--- src/hdl/rmts_pkg.sv ---
package rmts_pkg;

    typedef enum logic [2:0] {
        ST_IDLE,
        ST_WRITE,
        ST_SCAN_RD,
        ST_SCAN,
        ST_RUN,
        ST_DONE
    } state_t;

    // controller -> datapath commands
    typedef struct packed {
        logic do_write;
        logic scan_clear;
        logic scan_step;
        logic run_apply;
        logic tick_adv;
        logic emit;
    } dp_cmd_t;

    // datapath -> controller status
    typedef struct packed {
        logic scan_last;
    } dp_sts_t;

    localparam logic CMD_WRITE = 1'b0;
    localparam logic CMD_TICK  = 1'b1;

endpackage

--- src/hdl/rmts_ctrl.sv ---
module rmts_ctrl
(
    input  logic              clk,
    input  logic              rst_n,
    input  logic              start,
    input  logic              cmd,
    input  rmts_pkg::dp_sts_t sts,
    output rmts_pkg::dp_cmd_t ctl,
    output logic              busy
);

    rmts_pkg::state_t state_reg;
    rmts_pkg::state_t state_next;

    // state register
    always_ff @(posedge clk or negedge rst_n)
    begin
        if (!rst_n)
        begin
            state_reg <= rmts_pkg::ST_IDLE;
        end
        else
        begin
            state_reg <= state_next;
        end
    end

    // next state
    always_comb
    begin
        state_next = state_reg;
        unique case (state_reg)
            rmts_pkg::ST_IDLE:
            begin
                if (start)
                begin
                    state_next = (cmd == rmts_pkg::CMD_WRITE) ? rmts_pkg::ST_WRITE
                                                              : rmts_pkg::ST_SCAN_RD;
                end
            end
            rmts_pkg::ST_WRITE:   state_next = rmts_pkg::ST_DONE;
            rmts_pkg::ST_SCAN_RD: state_next = rmts_pkg::ST_SCAN;
            rmts_pkg::ST_SCAN:
            begin
                if (sts.scan_last)
                begin
                    state_next = rmts_pkg::ST_RUN;
                end
            end
            rmts_pkg::ST_RUN:     state_next = rmts_pkg::ST_DONE;
            rmts_pkg::ST_DONE:    state_next = rmts_pkg::ST_IDLE;
            default:              state_next = rmts_pkg::ST_IDLE;
        endcase
    end

    // outputs
    always_comb
    begin
        ctl  = '0;
        busy = (state_reg != rmts_pkg::ST_IDLE);
        unique case (state_reg)
            rmts_pkg::ST_IDLE:    ctl.scan_clear = 1'b1;
            rmts_pkg::ST_WRITE:   ctl.do_write = 1'b1;
            rmts_pkg::ST_SCAN_RD: ctl.scan_clear = 1'b0;
            rmts_pkg::ST_SCAN:    ctl.scan_step = 1'b1;
            rmts_pkg::ST_RUN:
            begin
                ctl.run_apply = 1'b1;
                ctl.tick_adv  = 1'b1;
            end
            rmts_pkg::ST_DONE:    ctl.emit = 1'b1;
            default:              ctl = '0;
        endcase
    end

endmodule

--- src/hdl/rmts_dp.sv ---
module rmts_dp #(
    parameter int TASKS = 16
)
(
    input  logic              clk,
    input  logic              rst_n,
    input  logic              start_acc,
    input  logic [3:0]        task_index,
    input  logic [15:0]       period,
    input  logic [15:0]       exec_time,
    input  logic [15:0]       first_release,
    input  rmts_pkg::dp_cmd_t ctl,
    output rmts_pkg::dp_sts_t sts,
    output logic              done,
    output logic              run_valid,
    output logic [3:0]        run_task,
    output logic              job_done,
    output logic [4:0]        misses_now,
    output logic [15:0]       miss_total,
    output logic [31:0]       time_now
);

    localparam int IW = (TASKS > 1) ? $clog2(TASKS) : 1;

    // per-slot table, each entry updated only at its own index
    logic [TASKS-1:0] used_reg;
    logic [15:0]      per_reg  [TASKS];
    logic [15:0]      exe_reg  [TASKS];
    logic [31:0]      rel_reg  [TASKS];
    logic [31:0]      dl_reg   [TASKS];
    logic [15:0]      work_reg [TASKS];

    // latched write beat
    logic [3:0]  widx_reg;
    logic [15:0] wper_reg, wexe_reg, wfr_reg;
    logic [IW-1:0] widx;

    logic [31:0] tick_reg;
    logic [15:0] sum_reg;
    logic [IW-1:0] scan_reg;
    logic [4:0]  miss_reg;
    logic        best_v_reg;
    logic [IW-1:0] best_reg;
    logic [15:0] bper_reg;
    logic [15:0] bwork_reg;

    // scanned slot: miss then release, evaluated for one slot per cycle
    logic [15:0] cur_work;
    logic        cur_miss;
    logic        cur_rel;
    logic [15:0] new_work;

    always_comb
    begin
        cur_work = work_reg[scan_reg];
        cur_miss = used_reg[scan_reg] && (cur_work != 16'd0) && (dl_reg[scan_reg] <= tick_reg);
        cur_rel  = used_reg[scan_reg] && (rel_reg[scan_reg] == tick_reg);
        new_work = cur_rel ? exe_reg[scan_reg] : (cur_miss ? 16'd0 : cur_work);
    end

    assign sts.scan_last = (scan_reg == IW'(TASKS - 1));

    // table index of the latched write slot
    assign widx = IW'(widx_reg);

    always_ff @(posedge clk)
    begin
        if (start_acc)
        begin
            widx_reg <= task_index;
            wper_reg <= period;
            wexe_reg <= exec_time;
            wfr_reg  <= first_release;
        end
    end

    // table and counters
    always_ff @(posedge clk or negedge rst_n)
    begin
        if (!rst_n)
        begin
            used_reg   <= '0;
            for (int i = 0; i < TASKS; i++)
            begin
                work_reg[i] <= 16'd0;
            end
            tick_reg   <= 32'd0;
            sum_reg    <= 16'd0;
            scan_reg   <= '0;
            miss_reg   <= 5'd0;
            best_v_reg <= 1'b0;
            best_reg   <= '0;
            bper_reg   <= 16'd0;
            bwork_reg  <= 16'd0;
        end
        else
        begin
            if (ctl.do_write && (32'(widx_reg) < TASKS))
            begin
                used_reg[widx] <= 1'b1;
                per_reg[widx]  <= wper_reg;
                exe_reg[widx]  <= wexe_reg;
                rel_reg[widx]  <= {16'd0, wfr_reg};
                dl_reg[widx]   <= {16'd0, wfr_reg} + {16'd0, wper_reg};
                work_reg[widx] <= 16'd0;
            end
            if (ctl.scan_clear)
            begin
                scan_reg   <= '0;
                miss_reg   <= 5'd0;
                best_v_reg <= 1'b0;
            end
            if (ctl.scan_step)
            begin
                work_reg[scan_reg] <= new_work;
                if (cur_rel)
                begin
                    dl_reg[scan_reg]  <= tick_reg + {16'd0, per_reg[scan_reg]};
                    rel_reg[scan_reg] <= rel_reg[scan_reg] + {16'd0, per_reg[scan_reg]};
                end
                if (cur_miss)
                begin
                    if (miss_reg != 5'd31)
                    begin
                        miss_reg <= miss_reg + 5'd1;
                    end
                    if (sum_reg != 16'hFFFF)
                    begin
                        sum_reg <= sum_reg + 16'd1;
                    end
                end
                // strict less keeps the lower index on ties
                if (used_reg[scan_reg] && (new_work != 16'd0) &&
                    (!best_v_reg || (per_reg[scan_reg] < bper_reg)))
                begin
                    best_v_reg <= 1'b1;
                    best_reg   <= scan_reg;
                    bper_reg   <= per_reg[scan_reg];
                    bwork_reg  <= new_work;
                end
                if (!sts.scan_last)
                begin
                    scan_reg <= scan_reg + IW'(1);
                end
            end
            if (ctl.run_apply && best_v_reg)
            begin
                work_reg[best_reg] <= bwork_reg - 16'd1;
            end
            if (ctl.tick_adv)
            begin
                tick_reg <= tick_reg + 32'd1;
            end
        end
    end

    // result register
    always_ff @(posedge clk or negedge rst_n)
    begin
        if (!rst_n)
        begin
            done       <= 1'b0;
            run_valid  <= 1'b0;
            run_task   <= 4'd0;
            job_done   <= 1'b0;
            misses_now <= 5'd0;
            miss_total <= 16'd0;
            time_now   <= 32'd0;
        end
        else
        begin
            done <= 1'b0;
            if (ctl.do_write)
            begin
                run_valid  <= 1'b0;
                run_task   <= 4'd0;
                job_done   <= 1'b0;
                misses_now <= 5'd0;
                time_now   <= tick_reg;
            end
            if (ctl.run_apply)
            begin
                run_valid  <= best_v_reg;
                run_task   <= best_v_reg ? 4'(best_reg) : 4'd0;
                job_done   <= best_v_reg && (bwork_reg == 16'd1);
                misses_now <= miss_reg;
                time_now   <= tick_reg;
            end
            if (ctl.emit)
            begin
                done       <= 1'b1;
                miss_total <= sum_reg;
            end
        end
    end

endmodule

--- src/hdl/rate_monotonic_tick_scheduler.sv ---
// Channel  | Signals                                            | Beat taken when
// ---------+----------------------------------------------------+-----------------------
// command  | start, cmd, task_index, period, exec_time,         | start && !busy
//          | first_release                                      |
// result   | done, run_valid, run_task, job_done, misses_now,   | done high (one cycle)
//          | miss_total, time_now                               |
//
// A write beat passes ST_WRITE and ST_DONE; a tick beat passes ST_SCAN_RD, ST_SCAN
// (a serial scan of one task slot per cycle), ST_RUN and ST_DONE; done is registered.
// busy stays high from the accepted beat until done rises; the next beat can be
// taken in the cycle that shows done.
// rst_n clears slot-used flags, pending work, the tick counter and the miss total.
// The receiver cannot stall; each result is shown for exactly one cycle.
module rate_monotonic_tick_scheduler #(
    parameter int TASKS = 16
)
(
    input  logic        clk,
    input  logic        rst_n,
    input  logic        start,
    output logic        busy,
    input  logic        cmd,
    input  logic [3:0]  task_index,
    input  logic [15:0] period,
    input  logic [15:0] exec_time,
    input  logic [15:0] first_release,
    output logic        done,
    output logic        run_valid,
    output logic [3:0]  run_task,
    output logic        job_done,
    output logic [4:0]  misses_now,
    output logic [15:0] miss_total,
    output logic [31:0] time_now
);

    rmts_pkg::dp_cmd_t ctl;
    rmts_pkg::dp_sts_t sts;
    logic              start_acc;

    assign start_acc = start && !busy;

    rmts_ctrl u_ctrl
    (
        .clk   (clk),
        .rst_n (rst_n),
        .start (start_acc),
        .cmd   (cmd),
        .sts   (sts),
        .ctl   (ctl),
        .busy  (busy)
    );

    rmts_dp #(
        .TASKS (TASKS)
    ) u_dp
    (
        .clk           (clk),
        .rst_n         (rst_n),
        .start_acc     (start_acc),
        .task_index    (task_index),
        .period        (period),
        .exec_time     (exec_time),
        .first_release (first_release),
        .ctl           (ctl),
        .sts           (sts),
        .done          (done),
        .run_valid     (run_valid),
        .run_task      (run_task),
        .job_done      (job_done),
        .misses_now    (misses_now),
        .miss_total    (miss_total),
        .time_now      (time_now)
    );

    // a result shows up once the block is free again
    a_done_busy: assert property (@(posedge clk) disable iff (!rst_n)
        done |-> !busy)
        else $error("result while a beat is still in flight");

    // each result is shown for a single cycle
    a_free_after: assert property (@(posedge clk) disable iff (!rst_n)
        done |=> !done)
        else $error("result held longer than one cycle");

    // idle results never report a finished job
    a_done_run: assert property (@(posedge clk) disable iff (!rst_n)
        (done && job_done) |-> run_valid)
        else $error("job_done without a running task");

endmodule

--- config.mk ---
export PLATFORM = sky130hd
export DESIGN_NAME = rate_monotonic_tick_scheduler
export DESIGN_NICKNAME = d
export VERILOG_FILES = /design/src/hdl/rmts_pkg.sv /design/src/hdl/rmts_ctrl.sv /design/src/hdl/rmts_dp.sv /design/src/hdl/rate_monotonic_tick_scheduler.sv
export SDC_FILE = /design/constraint.sdc
export NUM_CORES = 2
export LEC_CHECK = 0
export BUFFER_PORTS_ARGS = -buffer_cell sky130_fd_sc_hd__buf_4
export CAP_MARGIN = 20
export CORE_MARGIN = 10
export CORE_UTILIZATION = 57
export DETAILED_ROUTE_END_ITERATION = 16
export PLACE_DENSITY = 0.74
export SLEW_MARGIN = 20
export SYNTH_ARGS = -nofsm -noshare
export SYNTH_HDL_FRONTEND = slang
export SYNTH_HIERARCHICAL = 1
export SYNTH_SLANG_ARGS = --single-unit
--- constraint.sdc ---
create_clock -name clk -period 6.4 [get_ports clk]
set_clock_uncertainty 0.05 [all_clocks]
set_input_delay 0.96 -clock clk [delete_from_list [all_inputs] [get_ports clk]]
set_output_delay 0.96 -clock clk [all_outputs]
set_load 0.005 [all_outputs]
Yosys cells after proc, flatten, opt, wreduce, memory -nomap -nowiden. Memory sizes are Yosys's and may differ from the RTL's. Index checks and enable logic that the tools add are counted.

Register bits after elaboration: 481. Bits in writable memories: 1536. Input bits: 56. Output and inout bits: 61. Word-level logic and storage cells: 167. Memories: 4.

$add $sub $neg: 8. Order comparisons: 11. Eq/ne operators: 12. Multiplexer cells: 61. Bitwise operators: 6. Reductions and logical operators: 28.

Memory list: u_dp.dl_reg (depth 16, bits a word 32, rd ports 1, clocked after memory_dff 0, wr ports 1, RTL line rmts_dp.sv:30) `logic [31:0] dl_reg [TASKS];`; u_dp.rel_reg (depth 16, bits a word 32, rd ports 1, clocked after memory_dff 0, wr ports 1, RTL line rmts_dp.sv:29) `logic [31:0] rel_reg [TASKS];`; u_dp.exe_reg (depth 16, bits a word 16, rd ports 1, clocked after memory_dff 0, wr ports 1, RTL line rmts_dp.sv:28) `logic [15:0] exe_reg [TASKS];`; u_dp.per_reg (depth 16, bits a word 16, rd ports 1, clocked after memory_dff 0, wr ports 1, RTL line rmts_dp.sv:27) `logic [15:0] per_reg [TASKS];`.

Operators with widths (count): 256-bit two-way mux (3); 256-bit bitwise mux (2); 256-bit AND (1); 256-bit inverter (1); 16-bit demux with 4-bit select (3); 32-bit two-way mux (4); 16-bit two-way mux (7); 32-bit by 16-bit adder with 32-bit output (2); 16-bit binary-select mux with 4-bit select (1); 32-bit OR reduction (2); 32-bit by 1-bit adder with 32-bit output, second input constant (1); 32-bit equality test (1); 32-bit <= comparator (1); 4-bit two-way mux (8); 16-bit nonzero test (2); 5-bit two-way mux (6); 1-bit two-way mux (20); 16-bit by 16-bit adder with 17-bit output (1); 16-bit by 1-bit adder with 16-bit output, second input constant (1); 16-bit by 1-bit equality test with 1-bit output, second input constant (1); 16-bit < comparator (1); 16-bit != test, second input constant (1); 16-bit bitwise OR (1); 16-bit by 1-bit subtractor with 16-bit output, second input constant (1); other kinds (27) (54).

Logic depth before layout (Yosys ltp).
Depth in word-level cells: 14. Mapped depth: 28. Mapped depth without buffers: 16.

Cells and area by module. The synthesis kept the hierarchy.

By module, submodules not included: rmts_dp (instances 1, cells each 6468, area each 95168.8 µm², seq. area each 58346.0 µm²); rmts_ctrl (instances 1, cells each 23, area each 219.0 µm², seq. area each 75.1 µm²); rate_monotonic_tick_scheduler (instances 1, cells each 1, area each 13.8 µm², seq. area each 0.0 µm²).

Worst setup path after synthesis. Ideal clock, no wire load.

Path type: reg-to-reg. From: register u_dp.scan_reg[0]. To: register u_dp/work_reg[122] in the netlist's numbering. Library setup time: 0.138 ns. Arrival time: 6.815 ns. Data required time: 6.212 ns. Setup slack: -0.603 ns. Cell stages (with the launch flop): 27. Path buffers: 14. Period minus slack after synthesis: 7.003 ns. Cells stage by stage: dfrtp_1 -> buf_6 -> buf_8 -> buf_12 -> buf_8 -> buf_8 -> buf_8 -> buf_8 -> buf_6 -> buf_6 -> buf_2 -> buf_2 -> buf_1 -> mux4_2 -> mux4_2 -> ha_1 -> nand4_1 -> nor4_1 -> nand3_1 -> a22o_1 -> a311oi_1 -> o21a_1 -> buf_2 -> nor2b_1 -> mux2i_1 -> clkbuf_1 -> o211ai_1.

Cells in the longest elaborated chain, start to end: 13. Elaborated cells on any way between the ends: 26. Classes of those cells: 3 x order compare; 1 x eq/ne; 13 x mux; 1 x bitwise; 5 x reduce/logical; 3 x memory.

Ends and longest elaborated chain: start: declaration (RTL line rmts_dp.sv:40) `logic [IW-1:0] scan_reg;`; start signal: assignment (RTL line rmts_dp.sv:143) `scan_reg <= scan_reg + IW'(1);`; parallel branches: the longest is 9 deep, another holds memory read 16 x 32 bit; 256-bit bitwise mux * (RTL line rmts_dp.sv:115) `work_reg[scan_reg] <= new_work;`; 256-bit two-way mux * (RTL line rmts_dp.sv:113) `if (ctl.scan_step)`; 256-bit bitwise mux (RTL line rmts_dp.sv:148) `work_reg[best_reg] <= bwork_reg - 16'd1;`; 256-bit two-way mux * (RTL line rmts_dp.sv:146) `if (ctl.run_apply && best_v_reg)`; end signal: indexed assignment (RTL line rmts_dp.sv:115); end signal: indexed assignment (RTL line rmts_dp.sv:148); end: declaration (RTL line rmts_dp.sv:31) `logic [15:0] work_reg [TASKS];`.

Every way passes the cells marked *. The select of a mux whose other input is x is not followed. A chain may end at the register's enable or synchronous reset.

Worst setup path after layout.
From: register u_dp.scan_reg[1]. To: register u_dp.sum_reg[5].

Cells in the longest elaborated chain, start to end: 8. Elaborated cells on any way between the ends: 12. Classes of those cells: 1 x order compare; 5 x mux; 1 x bitwise; 4 x reduce/logical; 1 x memory.

Ends and longest elaborated chain: parallel branches: the longest is 6 deep, another holds memory read 16 x 32 bit; 1-bit logical AND * (RTL line rmts_dp.sv:56) `cur_miss = used_reg[scan_reg] && (cur_work != 16'd0) && (dl_reg[scan_reg] <= tick_reg);`; 3-bit AND reduction (no source line) *; end signal: assignment (RTL line rmts_dp.sv:129) `sum_reg <= sum_reg + 16'd1;`; end: declaration (RTL line rmts_dp.sv:39) `logic [15:0] sum_reg;`.

Marks and branches as above.

==> flow_metrics.env <==
export IMPL_status="complete, no violations"
export IMPL_synth_area_leaders="edfxtp_1 (50%), dfrtp_1 (11%), mux4_2 (11%)"
export IMPL_synth_seq_area_share=0.612
export IMPL_timing_rr_end="u_dp/sum_reg[5]"
export IMPL_pwr_density_cell_mw_per_mm2=323
export IMPL_antenna_left=0
export IMPL_clkSinkCount=2017
export IMPL_drt_initial_drc_count=9573
export IMPL_cp_endpoint="u_dp/sum_reg[5]"
export IMPL_crit_path_start="u_dp/scan_reg[1]"
export IMPL_arrival_ns=6.61
export IMPL_cts_buffer_depth=3
export IMPL_routed_via_density=7.00
export IMPL_pre_cts_slack_ns=0.599
export IMPL_syn_area_mm2=0.0954
export IMPL_synth_edf_count=1588
export IMPL_holdBufCountCts=0
export IMPL_cts_resized_gates=0
export IMPL_post_cts_setup_buffers=0
export IMPL_wl_per_cell_um=33.4
export IMPL_routabilityCongestion=0.983
export IMPL_drive_gt1_frac=0.231
export IMPL_grt_antenna_before_repair=4
export IMPL_ys_async_sr_fraction=0.213
export IMPL_final_setup_tns_ns=0
export IMPL_slew_headroom=0.208
export IMPL_critical_path_max_fanout=24
export IMPL_crit_path_start_kind="flip-flop"
export IMPL_ys_types=91
export IMPL_synth_warnings=6
export IMPL_timing_rr_start="u_dp/scan_reg[1]"
export IMPL_clockRootBuffer="clkbuf_16"
export IMPL_core_mm2=0.167
export IMPL_rrSetupSlack_ns=0.52
export IMPL_area_growth_pct=11.6
export IMPL_grt_first_pass_wirelength_um=431000
export IMPL_crit_path_end_kind="flip-flop"
export IMPL_yosysTopAreaCell="edfxtp_1"
export IMPL_drc=0
export IMPL_final_period_utilization=0.920
export IMPL_ctsHtreeMaxLevel=4
export IMPL_setup_viol=0
export IMPL_fillers=11600
export IMPL_syn_area_per_cell_um2=14.7
export IMPL_ff2ff_path_depth=16
export IMPL_grt_max_degree=180
export IMPL_vias=62400
export IMPL_hold_class="input pin to asynchronous set/reset pin"
export IMPL_groute_usage_overall=0.317
export IMPL_grt_pass1_vias=62000
export IMPL_worst_slew_pin_slew_ns=1.18
export IMPL_clk_latency_ns=0.86
export IMPL_wirelength_um=298000
export IMPL_ys_ff_latch=2017
export IMPL_cts_made_buffers=201
export IMPL_portBuffers=116
export IMPL_die_w_um=429
export IMPL_overflow=0
export IMPL_fin_crit_ns=5.88
export IMPL_firstDrtPassIters=10
export IMPL_yosys_top_cells_count="edfxtp_1 (1588), nor2_1 (757), mux4_2 (446), dfrtp_1 (429), mux2i_1 (374)"
export IMPL_ir_drop_uv=283
export IMPL_synth_most_common_cell="edfxtp_1"
export IMPL_cp_required_ns=7.13
export IMPL_syn_num_nets=6656
export IMPL_row_count=150
export IMPL_ioPinCount=117
export IMPL_worstSetupPathType="flip-flop to flip-flop"
export IMPL_path_clk_slew_ns=0.06
export IMPL_hpwl_um=174000
export IMPL_setup_slack_ns=0.515
export IMPL_syn_inst=6492
export IMPL_clock_fmax_mhz=170
export IMPL_yosysTopAreaCellShare=0.500
export IMPL_multi_input_area_mm2=0.0348
export IMPL_maxSlewViolCount=0
export IMPL_finalHoldViolations=0
export IMPL_start_util=0.572
export IMPL_finalNetCount=6703
export IMPL_die_height_um=429
export IMPL_maxCapViolations=0
export IMPL_rsz0062_at_grt="false"
export IMPL_fp_dieArea_mm2=0.184
export IMPL_cts_tree="built"
export IMPL_synth_ff_type="edfxtp_1"
export IMPL_p_leak_nw=38.5
export IMPL_seq_area_mm2=0.0584
[worst max-delay path, stage by stage (launching register included)]
cell,delay [ns]
dfrtp_4,0.88
buf_4,0.48
mux4_2,0.38
mux4_2,0.56
ha_1,0.34
nand4_1,0.20
nor4_4,0.48
nand3_1,0.25
a22o_1,0.32
a311oi_4,0.28
buf_4,0.27
o21a_1,0.20
buf_12,0.17
o311ai_2,0.23
buf_4,0.24
nor3_1,0.22
xor2_1,0.17
[worst min path at each step]
stage / slack, ns / startpoint / to / cells after the start
2_1_floorplan: 0.38 / u_dp/used_reg[1] / u_dp/used_reg[1] / 1
3_3_place_gp: 0.39 / u_dp/used_reg[2] / u_dp/used_reg[2] / 1
3_5_place_dp: 0.40 / u_dp/used_reg[1] / u_dp/used_reg[1] / 1
4_1_cts: 0.11 / rst_n / u_dp/bper_reg[10] / 1
5_1_grt: 0.13 / rst_n / u_dp/bper_reg[10] / 1
6_report: 0.1 / rst_n / u_dp/bper_reg[2] / 1
[logic make-up after synthesis]
group	Yosys count	synth area share
flip-flops	2017	0.612
XOR/XNOR	163	0.0150
AO/OA/AOI/OAI	819	0.0541
buffers and inverters	626	0.0309
AND/OR/NAND/NOR	1553	0.0726
adder cells (fa/ha/maj)	108	0.0144
multiplexers	1206	0.201
[stage by stage]
step                utilization  total power [mW]  std cells  area, µm²  hold slack, ns
floorplan                     -              20.3       6492      95500           0.375
detailed placement        0.599              22.7       8539      99900           0.400
finish                    0.638              34.4       8917     106000          0.0985
global placement          0.599              22.5       8539      99900           0.393
global route              0.638              35.4       8916     106000           0.135
CTS                       0.637              34.3       8915     106000           0.109
[layer usage]
layer | vias to the layer above | global-route usage | wire [µm]
met5 | - | 0 | 23
met4 | 4 | 0.142 | 15400
met3 | 925 | 0.0698 | 35600
met2 | 4648 | 0.498 | 139000
met1 | 31700 | 0.427 | 108000
li1 | 25200 | - | -
[area by class of cell]
type,instances,share of cell area
inverters,102,0.00364
clock buffers,276,0.0519
repair buffers,368,0.0337
well taps,2204,0.0259
multi-input cells,3849,0.327
diodes,1,0.0000235
clock inverters,100,0.00874
flip-flops and latches,2017,0.549
[power by group]
| group | internal (mW) | total, mW | switching [mW] |
|---|---|---|---|
| clock | 6.55 | 11.7 | 5.16 |
| sequential | 14.9 | 15.3 | 0.390 |
| combinational | 2.85 | 7.35 | 4.50 |
[cells in the final DEF, fill, tap and decap left out, types with 19 or more instances in the layout]
cell          n
edfxtp_1   1588
nor2_1      739
mux4_2      446
dfrtp_1     425
mux2i_1     371
nand2_1     330
mux2_2      308
buf_4       302
o21ai_0     208
clkbuf_16   205
a31oi_1     144
a21oi_1     139
nand4_1     138
o211ai_1    123
ha_1        105
xnor2_1     103
inv_1        87
nand3_1      80
buf_12       65
mux4_1       64
clkbuf_1     58
a22oi_1      42
nor3_1       42
clkinv_1     40
nand2b_1     34
xor2_1       33
clkinv_2     30
and3_1       26
nand3b_1     23
a21o_1       22
xnor2_2      22
nor2b_1      19
Note: power is estimated with default switching activity, not from simulation.
